## src/design/cpc_pkg.sv

```systemverilog
package cpc_pkg;
  localparam int PacketWords = 22;
  localparam int SumWords = 19;
  localparam int IdxW = 5;
  localparam logic [15:0] HeaderWord = 16'h000A;
  localparam logic [IdxW-1:0] CheckIndex = 5'd21;
  localparam logic [14:0] ScaleReset = 15'h7FFF;
  localparam logic [1:0] StatusOk = 2'd0;
  localparam logic [1:0] StatusBadHeader = 2'd1;
  localparam logic [1:0] StatusBadSum = 2'd2;

  typedef struct packed {
    logic [1:0]  status;
    logic [15:0] computed;
    logic [15:0] received;
    logic [15:0] w1;
    logic [15:0] w2;
    logic [15:0] w3;
    logic [15:0] w4;
    logic [15:0] w5;
    logic [15:0] w6;
  } job_t;

  typedef struct packed {
    logic [1:0]  status;
    logic [15:0] ref_a;
    logic [15:0] ref_b;
    logic [15:0] lim_a;
    logic [15:0] lim_b;
    logic [14:0] gain_a;
    logic [14:0] gain_b;
    logic [15:0] computed;
    logic [15:0] received;
    logic [15:0] bad_count;
    logic        resync;
  } result_t;
endpackage

```

## src/design/command_packet_checker_decoder.sv

```systemverilog
// Flow: a rejected packet goes from the end word through the front-end
// classify register and the back end's done state to its result; an accepted
// packet is taken, passes four serial divides (load, divide, store), then is handed off.
// Throughput: one word per cycle while a packet streams; input stalls for the
// cycle after an end word and while a decoded packet waits for the back end.
// Reset (rst, synchronous): clear position, sum, count, outputs, scale 32767.
module command_packet_checker_decoder (
  input  logic        clk,
  input  logic        rst,
  input  logic        push,
  output logic        full,
  input  logic [15:0] word,
  input  logic        end_of_packet,
  output logic        empty,
  input  logic        pop,
  output logic [1:0]  status,
  output logic [15:0] current_ref_a,
  output logic [15:0] current_ref_b,
  output logic [15:0] current_limit_a,
  output logic [15:0] current_limit_b,
  output logic [14:0] gain_a,
  output logic [14:0] gain_b,
  output logic [15:0] computed_sum,
  output logic [15:0] received_sum,
  output logic [15:0] bad_count,
  output logic        resync,
  input  logic        cfg_we,
  input  logic [14:0] cfg_data
);
  logic [14:0] current_scale;
  logic job_valid, job_ready, res_valid;
  cpc_pkg::job_t job;
  cpc_pkg::result_t res;
  // hold a decoded packet while the back end is busy
  logic q_valid;
  cpc_pkg::job_t q_job;

  always_ff @(posedge clk) begin
    if (rst) current_scale <= cpc_pkg::ScaleReset;
    else if (cfg_we) current_scale <= cfg_data;
  end

  // stall input while a finished packet waits for the back end
  assign full = q_valid || job_valid;

  always_ff @(posedge clk) begin
    if (rst) q_valid <= 1'b0;
    else if (job_valid && !job_ready) begin
      q_valid <= 1'b1;
      q_job <= job;
    end else if (q_valid && job_ready) q_valid <= 1'b0;
  end

  cpc_front u_front (
    .clk(clk), .rst(rst), .word(word), .end_of_packet(end_of_packet),
    .take(push && !full), .job_valid(job_valid), .job(job)
  );

  cpc_back u_back (
    .clk(clk), .rst(rst), .current_scale(current_scale),
    .job_valid(q_valid || job_valid), .job(q_valid ? q_job : job),
    .job_ready(job_ready), .res_valid(res_valid), .res(res),
    .res_take(pop)
  );

  assign empty = !res_valid;
  assign status = res.status;
  assign current_ref_a = res.ref_a;
  assign current_ref_b = res.ref_b;
  assign current_limit_a = res.lim_a;
  assign current_limit_b = res.lim_b;
  assign gain_a = res.gain_a;
  assign gain_b = res.gain_b;
  assign computed_sum = res.computed;
  assign received_sum = res.received;
  assign bad_count = res.bad_count;
  assign resync = res.resync;
endmodule

```

## src/design/cpc_front.sv

```systemverilog
module cpc_front (
  input  logic            clk,
  input  logic            rst,
  input  logic [15:0]     word,
  input  logic            end_of_packet,
  input  logic            take,
  output logic            job_valid,
  output cpc_pkg::job_t   job
);
  logic [cpc_pkg::IdxW-1:0] word_index;
  logic [15:0] running_sum;
  logic        header_seen;
  logic [15:0] cap [1:6];
  logic [15:0] check_word;
  logic [16:0] sum_wide;
  logic [15:0] sum_next;
  logic        hdr_next;
  logic        in_pkt;

  assign in_pkt = word_index < cpc_pkg::IdxW'(cpc_pkg::PacketWords);
  assign sum_wide = {1'b0, running_sum} + {1'b0, word};
  assign sum_next = (in_pkt && word_index < cpc_pkg::IdxW'(cpc_pkg::SumWords)) ?
                    sum_wide[15:0] + {15'd0, sum_wide[16]} : running_sum;
  assign hdr_next = (word_index == '0) ? (word == cpc_pkg::HeaderWord) : header_seen;

  always_ff @(posedge clk) begin
    if (rst) begin
      word_index <= '0;
      running_sum <= '0;
      header_seen <= 1'b0;
      check_word <= '0;
      job_valid <= 1'b0;
    end else begin
      job_valid <= take && end_of_packet;
      if (take) begin
        if (in_pkt) begin
          // capture words 1..6 and the check word
          for (int i = 1; i <= 6; i++) begin
            if (word_index == cpc_pkg::IdxW'(i)) cap[i] <= word;
          end
          if (word_index == cpc_pkg::CheckIndex) check_word <= word;
        end
        if (end_of_packet) begin
          word_index <= '0;
          running_sum <= '0;
          header_seen <= 1'b0;
        end else begin
          if (in_pkt) word_index <= word_index + 1'b1;
          running_sum <= sum_next;
          header_seen <= hdr_next;
        end
      end
    end
  end

  // classify from the registered capture in the cycle after the end word
  logic [15:0] chk_r;
  logic [15:0] sum_r;
  logic        hdr_r;
  always_ff @(posedge clk) begin
    if (take && end_of_packet) begin
      sum_r <= sum_next;
      hdr_r <= hdr_next;
      chk_r <= (in_pkt && word_index == cpc_pkg::CheckIndex) ? word : check_word;
    end
  end

  always_comb begin
    job.w1 = cap[1]; job.w2 = cap[2]; job.w3 = cap[3];
    job.w4 = cap[4]; job.w5 = cap[5]; job.w6 = cap[6];
    if (!hdr_r) begin
      job.status = cpc_pkg::StatusBadHeader;
      job.computed = '0;
      job.received = '0;
    end else begin
      job.computed = ~sum_r;
      job.received = chk_r;
      job.status = (~sum_r == chk_r) ? cpc_pkg::StatusOk : cpc_pkg::StatusBadSum;
    end
  end
endmodule

```

## src/design/cpc_back.sv

```systemverilog
module cpc_back (
  input  logic              clk,
  input  logic              rst,
  input  logic [14:0]       current_scale,
  input  logic              job_valid,
  input  cpc_pkg::job_t     job,
  output logic              job_ready,
  output logic              res_valid,
  output cpc_pkg::result_t  res,
  input  logic              res_take
);
  localparam logic [2:0] SIdle = 3'd0;
  localparam logic [2:0] SLoad = 3'd1;
  localparam logic [2:0] SDiv = 3'd2;
  localparam logic [2:0] SStore = 3'd3;
  localparam logic [2:0] SDone = 3'd4;

  logic [2:0]  state;
  logic [1:0]  sel;
  logic [4:0]  bitn;
  logic [15:0] acc [0:5];
  logic [15:0] bad_count;
  cpc_pkg::job_t jr;
  logic [30:0] rem;
  logic [31:0] quo;
  logic [31:0] mag;
  logic        neg;
  logic        num_zero;
  logic [15:0] raw;
  logic [15:0] raw_mag;
  logic [15:0] sat;
  logic [31:0] trial;
  logic [31:0] scale_w;

  // take a new packet only once the previous result has been popped
  assign job_ready = (state == SIdle) && !res_valid;

  always_comb begin
    case (sel)
      2'd0: raw = jr.w1;
      2'd1: raw = jr.w2;
      2'd2: raw = 16'(jr.w3 * 16'd100);
      default: raw = 16'(jr.w4 * 16'd100);
    endcase
  end

  assign raw_mag = raw[15] ? 16'(-raw) : raw;
  assign trial = {rem, mag[31]};
  assign scale_w = {17'd0, current_scale};

  always_comb begin
    if (current_scale == '0)
      sat = neg ? 16'h8000 : (num_zero ? 16'h0000 : 16'h7FFF);
    else if (!neg)
      sat = (quo > 32'd32767) ? 16'h7FFF : quo[15:0];
    else
      sat = (quo > 32'd32768) ? 16'h8000 : 16'(~quo + 32'd1);
  end

  always_ff @(posedge clk) begin
    if (rst) begin
      state <= SIdle;
      bad_count <= '0;
      res_valid <= 1'b0;
      for (int i = 0; i < 6; i++) acc[i] <= '0;
    end else begin
      if (res_valid && res_take) res_valid <= 1'b0;
      case (state)
        SIdle: begin
          if (job_valid && !res_valid) begin
            jr <= job;
            if (job.status == cpc_pkg::StatusOk) begin
              sel <= 2'd0;
              state <= SLoad;
            end else begin
              bad_count <= bad_count + 16'd1;
              state <= SDone;
            end
          end
        end
        SLoad: begin
          // numerator magnitude times 2^15
          neg <= raw[15];
          num_zero <= (raw == '0);
          mag <= {1'b0, raw_mag, 15'd0};
          rem <= '0;
          quo <= '0;
          bitn <= 5'd0;
          state <= SDiv;
        end
        SDiv: begin
          // one restoring step per cycle, 32 steps per value
          if (trial >= scale_w) begin
            rem <= 31'(trial - scale_w);
            quo <= {quo[30:0], 1'b1};
          end else begin
            rem <= trial[30:0];
            quo <= {quo[30:0], 1'b0};
          end
          mag <= {mag[30:0], 1'b0};
          bitn <= bitn + 5'd1;
          if (bitn == 5'd31) state <= SStore;
        end
        SStore: begin
          acc[{1'b0, sel}] <= sat;
          if (sel == 2'd3) begin
            acc[4] <= (jr.w5 < 16'd32767) ? jr.w5 : '0;
            acc[5] <= (jr.w6 < 16'd32767) ? jr.w6 : '0;
            state <= SDone;
          end else begin
            sel <= sel + 2'd1;
            state <= SLoad;
          end
        end
        SDone: begin
          res_valid <= 1'b1;
          state <= SIdle;
        end
        default: state <= SIdle;
      endcase
    end
  end

  always_comb begin
    res.status = jr.status;
    res.ref_a = acc[0];
    res.ref_b = acc[1];
    res.lim_a = acc[2];
    res.lim_b = acc[3];
    res.gain_a = acc[4][14:0];
    res.gain_b = acc[5][14:0];
    res.computed = jr.computed;
    res.received = jr.received;
    res.bad_count = bad_count;
    res.resync = jr.status == cpc_pkg::StatusBadHeader;
  end
endmodule
```

## config.mk

```make
export PLATFORM = sky130hd
export DESIGN_NAME = command_packet_checker_decoder
export DESIGN_NICKNAME = d
export VERILOG_FILES = /design/src/design/cpc_pkg.sv /design/src/design/command_packet_checker_decoder.sv /design/src/design/cpc_front.sv /design/src/design/cpc_back.sv
export SDC_FILE = /design/constraint.sdc
export NUM_CORES = 1
export LEC_CHECK = 0
export ABC_AREA = 1
export BUFFER_PORTS_ARGS = -buffer_cell sky130_fd_sc_hd__buf_2
export CORE_MARGIN = 2
export CORE_UTILIZATION = 35
export CTS_CLUSTER_SIZE = 25
export DETAILED_ROUTE_END_ITERATION = 8
export GPL_TIMING_DRIVEN = 0
export SLEW_MARGIN = 10
export SYNTH_ARGS = -nofsm -noshare
export SYNTH_HDL_FRONTEND = slang
export SYNTH_SLANG_ARGS = --single-unit
```

## constraint.sdc

```tcl
create_clock -name clk -period 17.15 [get_ports clk]
set_input_delay 3.43 -clock clk [delete_from_list [all_inputs] [get_ports clk]]
set_output_delay 3.43 -clock clk [all_outputs]
set_load 0.05 [all_outputs]
```

# == Word-level counts from Yosys, hierarchy flattened ==
# Memories as Yosys holds them, arrays and structs flattened.
# Cells that the tools add are included.
# word_totals
regBits,472
mem_count,2
ramBits,192
# op_classes
n_mux,98
eq_ne,22
n_reduce_logical,39
order_cmp,7
bitwise_logic,6
add_sub_neg,9
n_mul,2
# mem_list
memory,depth,width,rd,rd_clocked_by_memory_dff,write_ports,line,text
u_back.acc,6,16,6,0,6,cpc_back.sv:21,logic [15:0] acc [0:5];
u_front.cap,6,16,6,0,1,cpc_front.sv:13,logic [15:0] cap [1:6];
# op_table
cell,count
$mux 16,19
$mux 130,1
$pmux 32 s2,2
$reduce_or 16->1,6
$pmux 31 s2,1
$mux 1,52
$pmux 16 s3,1
$mux 34,1
$add 16x1->16 const B,2
$ge 32x15->1,1
$gt 32x15->1 const B,1
$gt 32x16->1 const B,1
$lt 16x15->1 const B,2
$mul 16x5->14 const B,2
$not 16->16,2
$mux 31,1
$sub 31x15->31,1
$mux 3,10
$add 16x16->17,1
$add 16x1->16,1
$eq 16x16->1,1
$eq 16x4->1 const B,1
$logic_not 16->1,1
$neg 16->16,1
33 further kinds,71

# == Depth between registers and ports, before layout ==
# depth
word_depth,12
depth_mapped,23

# == Modules after synthesis ==
# From an unflattened synthesis, not the netlist that was laid out.
# unflattened
cells_unflattened,3090
hier_area_um2,30823.3
# by_module_without_submodules
module,instances,cells_each,seq_area_each_um2,area_per_inst_um2
cpc_back,1,1687,9679.3,16988.8
cpc_front,1,777,4654.5,7674.9
command_packet_checker_decoder,1,626,4224.1,6159.7

# == Worst setup path before layout ==
# Ideal clock, no wire load.
# synth_timing
kind,input -> register
start,input rst
end,register u_back.jr[0] in the netlist's numbering (enable)
stages,3
setup_ns,0.766
path_slack_ns,4.054
t_arrival_ns,12.330
cell_sequence,clkbuf_1 clkbuf_1 nor3_1
# synth_via
elab_chain_len,2
# synth_lines
item,line,text
"start, declared",command_packet_checker_decoder.sv:9,"input logic rst,"
$not 1->1 (no source line),--,
$reduce_and 3->1 (no source line),--,
"end signal, assigned",cpc_back.sv:71,jr <= job;
"end, declared",cpc_back.sv:23,cpc_pkg::job_t jr;
# No other way between the ends.
# A chain may end at the register's enable or synchronous reset.

# == Worst setup path after layout ==
# layout_timing
start,input word[0]
end,register u_front.running_sum[6]
# layout_via
elab_chain_len,4
# layout_lines
item,line,text
"start, declared",command_packet_checker_decoder.sv:12,"input logic [15:0] word,"
$add 16x16->17,cpc_front.sv:21,"assign sum_wide = {1'b0, running_sum} + {1'b0, word};"
$add 16x1->16,cpc_front.sv:23,"sum_wide[15:0] + {15'd0, sum_wide[16]} : running_sum;"
$mux 16,cpc_front.sv:22,assign sum_next = (in_pkt && word_index < cpc_pkg::IdxW'(cpc_pkg::SumWords)) ?
named net u_front.sum_next[6],cpc_front.sv:16,logic [15:0] sum_next;
$mux 16,cpc_front.sv:43,if (end_of_packet) begin
"end signal, assigned",cpc_front.sv:49,running_sum <= sum_next;
"end, declared",cpc_front.sv:11,logic [15:0] running_sum;
# The timed path passes the listed nets, and every way through them passes these cells.

==> results.sh <==
export IMPL_ctsHoldBuffers=0
export IMPL_first_pass_iters=5
export IMPL_slew_headroom=0.135
export IMPL_synth_cell_type_count=57
export IMPL_core_area_mm2=0.0854
export IMPL_fin_util=0.414
export IMPL_cts_made_buffers=72
export IMPL_p_total_mw=3.57
export IMPL_synth_adder_area_share=0.0549
export IMPL_yosys_warnings=0
export IMPL_required_ns=17.70
export IMPL_path_max_fanout=9
export IMPL_worstReg2RegStart="u_back.jr[54]"
export IMPL_whs_endpoint="q_job[14]"
export IMPL_fmax_mhz=147
export IMPL_nets=3452
export IMPL_clock_skew_ns=0.0469
export IMPL_critical_path_class="input pin to register"
export IMPL_cts_sinks=635
export IMPL_grtUsageMet2=0.277
export IMPL_timing_rr_end="u_back.mag[27]"
export IMPL_min_path_cells=0
export IMPL_hold_viol_final=0
export IMPL_synth_seq_cells=635
export IMPL_final_max_slew_violation_count=0
export IMPL_dp_hpwl_um=53200
export IMPL_area_growth_syn_to_layout_pct=17.1
export IMPL_start_util=0.354
export IMPL_grtUsageMet1=0.209
export IMPL_max_slew_worst_pin_slew_ns=1.30
export IMPL_synth_flop_cell="edfxtp_1"
export IMPL_clk_latency_ns=0.63
export IMPL_overflow=0
export IMPL_finalSetupViolCount=0
export IMPL_r2r_worst_path_cells=18
export IMPL_wl_per_cell_um=16.3
export IMPL_status="finished, final reports clean"
export IMPL_rsz0062_at_grt="no"
export IMPL_endpoint_kind="register"
export IMPL_drt_iter0_drc=1479
export IMPL_syn_inst=3011
export IMPL_cts_repair_resized=0
export IMPL_seqCellArea_mm2=0.0183
export IMPL_gp_routability_congestion=0.878
export IMPL_vias=21500
export IMPL_power_density_mw_per_mm2=101
export IMPL_n_fill_cell=8260
export IMPL_rrSetupSlack_ns=13.00
export IMPL_yosysSeqAreaShare=0.606
export IMPL_grt_usage=0.162
export IMPL_placement_rows=107
export IMPL_ios=184
export IMPL_netlist_area_mm2=0.0302
export IMPL_syn_nets=3170
export IMPL_fin_crit_sh=0.396
export IMPL_dieArea_mm2=0.0888
export IMPL_arrival_ns=7.34
export IMPL_vias_per_cell=4.78
export IMPL_clkTransAtPathRegs_ns=0.06
export IMPL_fin_crit_ns=6.79
export IMPL_multi_input_area_mm2=0.00998
export IMPL_synth_compound_area_frac=0.0707
export IMPL_tritoncts="done"
export IMPL_cts_path_max_buffers=3
export IMPL_io_buffers=181
export IMPL_synth_simple_area_share=0.179
export IMPL_antenna_found_initial=3
export IMPL_grt_pass1_vias=20500
export IMPL_synth_edff_count=560
export IMPL_start_kind="input pin"
export IMPL_gr_usage_met3=0.0247
export IMPL_h_tree_depth=3
export IMPL_drive_above_1_share=0.127
export IMPL_syn_avg_cell_area_um2=10.0
export IMPL_min_from="u_front.cap[0][110]"
export IMPL_cts_root_buf="clkbuf_16"
export IMPL_synthMuxAreaShare=0
export IMPL_p_leak_nw=14.6
export IMPL_drc=0
export IMPL_die_w_um=298
export IMPL_cts_setup_buffers=0
export IMPL_cap_violations=0
export IMPL_grt_max_degree=80
export IMPL_antennaDiodeCount=0
export IMPL_async_flop_share=0
export IMPL_die_h_um=298
export IMPL_synth_top_family_by_area="simple AND/OR/NAND/NOR gates"
export IMPL_finalWirelength_um=73400
export IMPL_synth_xor_area_frac=0.0237
export IMPL_antenna_left=0
export IMPL_busiest_layer="met2"
export IMPL_hold_class="register to register"
export IMPL_grt_pass1_wl_um=114000
export IMPL_peakVddDrop_v=0.0000708
[power breakdown]
group | leakage (nW) | switching (mW) | internal, mW
Combinational | 7.56 | 0.211 | 0.0859
Clock | 1.16 | 0.647 | 0.903
Sequential | 5.84 | 0.0179 | 1.71
Total | 14.6 | 0.876 | 2.70
[layer usage]
layer	vias up	routed length (um)
met3	126	4050
met1	10100	31600
met2	582	35500
met5	-	0
li1	10700	-
met4	0	2190
[Yosys cell counts, types with 6 or more instances]
| library cell | count | area, um2 |
|---|---|---|
| clkbuf_1 | 66 | 248 |
| edfxtp_1 | 560 | 16800 |
| o21ai_0 | 128 | 641 |
| or2_2 | 7 | 43.8 |
| buf_4 | 36 | 270 |
| buf_1 | 12 | 45.0 |
| nand3_1 | 112 | 561 |
| a21boi_0 | 6 | 45.0 |
| nand4_1 | 56 | 350 |
| xnor2_1 | 41 | 359 |
| ha_1 | 104 | 1300 |
| buf_2 | 16 | 80.1 |
| nor4_1 | 13 | 81.3 |
| a221oi_1 | 6 | 52.6 |
| xor2_1 | 41 | 359 |
| nor3_1 | 24 | 120 |
| a21oi_1 | 194 | 971 |
| o21ai_1 | 17 | 85.1 |
| inv_1 | 332 | 1250 |
| dfxtp_1 | 75 | 1500 |
| buf_6 | 6 | 67.6 |
| fa_1 | 18 | 360 |
| nand2_1 | 816 | 3060 |
| nor2_1 | 240 | 901 |
| nand3b_1 | 7 | 52.6 |
[cell type report]
type	count	area share
sequential	635	0.517
timing repair buffer	208	0.0358
clock buffer	96	0.0549
inverter	342	0.0365
tap	1144	0.0404
clock inverter	34	0.0130
multi-input combinational	1898	0.282
buffer	136	0.0201
[cells by family (layout without fill, tap and decap cells)]
family / count (synthesis) / in the layout
AO/OA/AOI/OAI: 392 / 392
XOR/XNOR: 82 / 82
adder cells (fa/ha/maj): 122 / 122
buffers and inverters: 478 / 816
flip-flops: 635 / 635
AND/OR/NAND/NOR: 1302 / 1302
[cells in the final DEF (no fill, tap or decap), types with 10 or more instances in the layout]
| cell | instances |
|---|---|
| clkbuf_16 | 72 |
| ha_1 | 104 |
| nand4_1 | 56 |
| a21oi_1 | 193 |
| xor2_1 | 41 |
| clkbuf_1 | 85 |
| buf_6 | 16 |
| clkinv_1 | 10 |
| nand3_1 | 112 |
| nand2_1 | 815 |
| buf_2 | 197 |
| fa_1 | 18 |
| nor3_1 | 21 |
| o21ai_0 | 128 |
| inv_1 | 331 |
| dfxtp_1 | 75 |
| nor2_1 | 237 |
| xnor2_1 | 41 |
| nor4_1 | 11 |
| buf_4 | 46 |
| o21ai_1 | 17 |
| clkinv_2 | 11 |
| buf_1 | 12 |
| edfxtp_1 | 560 |
[registers in the layout, indices dropped and copies added, names as in the netlist, 2 cells and up]
signal and cells:
u_back.mag 17, u_back.quo 32, u_front.running_sum 16, u_front.word_index 5, u_back.sel 2, u_back.state 3
u_back.jr 92, current_scale 15, u_back.rem 31, q_job 126, u_front.cap 92, u_front.chk_r 16
u_back.bitn 5, u_back.bad_count 16, u_front.check_word 16, u_back.res 34, u_back.acc 94, u_front.sum_r 16
[how the worst max path moves through the flow]
stage,startpoint,endpoint,slack (ns)
after floorplan,rst,u_back.jr[0],4.05
after global placement,rst,u_back.jr[11],-0.94
after detailed placement,word[0],u_front.running_sum[6],9.77
after CTS,word[0],u_front.running_sum[6],10.42
after global routing,word[0],u_front.running_sum[6],9.99
final,word[0],u_front.running_sum[6],10.36
[through the flow]
step           worst slack, ns  instance area, um2  hold WS [ns]  TNS, ns  std cells
3_5_place_dp              9.77               33000         0.432        0       4363
4_1_cts                  10.42               35400         0.437        0       4493
2_1_floorplan             4.05               30200         0.425        0       3011
3_3_place_gp            -0.936               32600         0.429  -116.13       4336
5_1_grt                   9.99               35400         0.440        0       4493
6_report                 10.36               35400         0.444        0       4493
[worst max-delay path, cell delays in order]
cell and delay, ns:
buf_2 0.30, ha_1 0.33, fa_1 0.29, nand2_1 0.09
nand3_1 0.08, nand3_1 0.11, nand2_1 0.13, nand2_1 0.09
nand2_1 0.09, a21oi_1 0.10, o21bai_1 0.22, ha_1 0.21
ha_1 0.17, nand2_1 0.10, nor2_1 0.32, nand2_1 0.13
nor2_1 0.30, xor2_1 0.11, o21ai_0 0.47, nand2_1 0.10
a21oi_1 0.14
(Power assumes the default switching activity.)
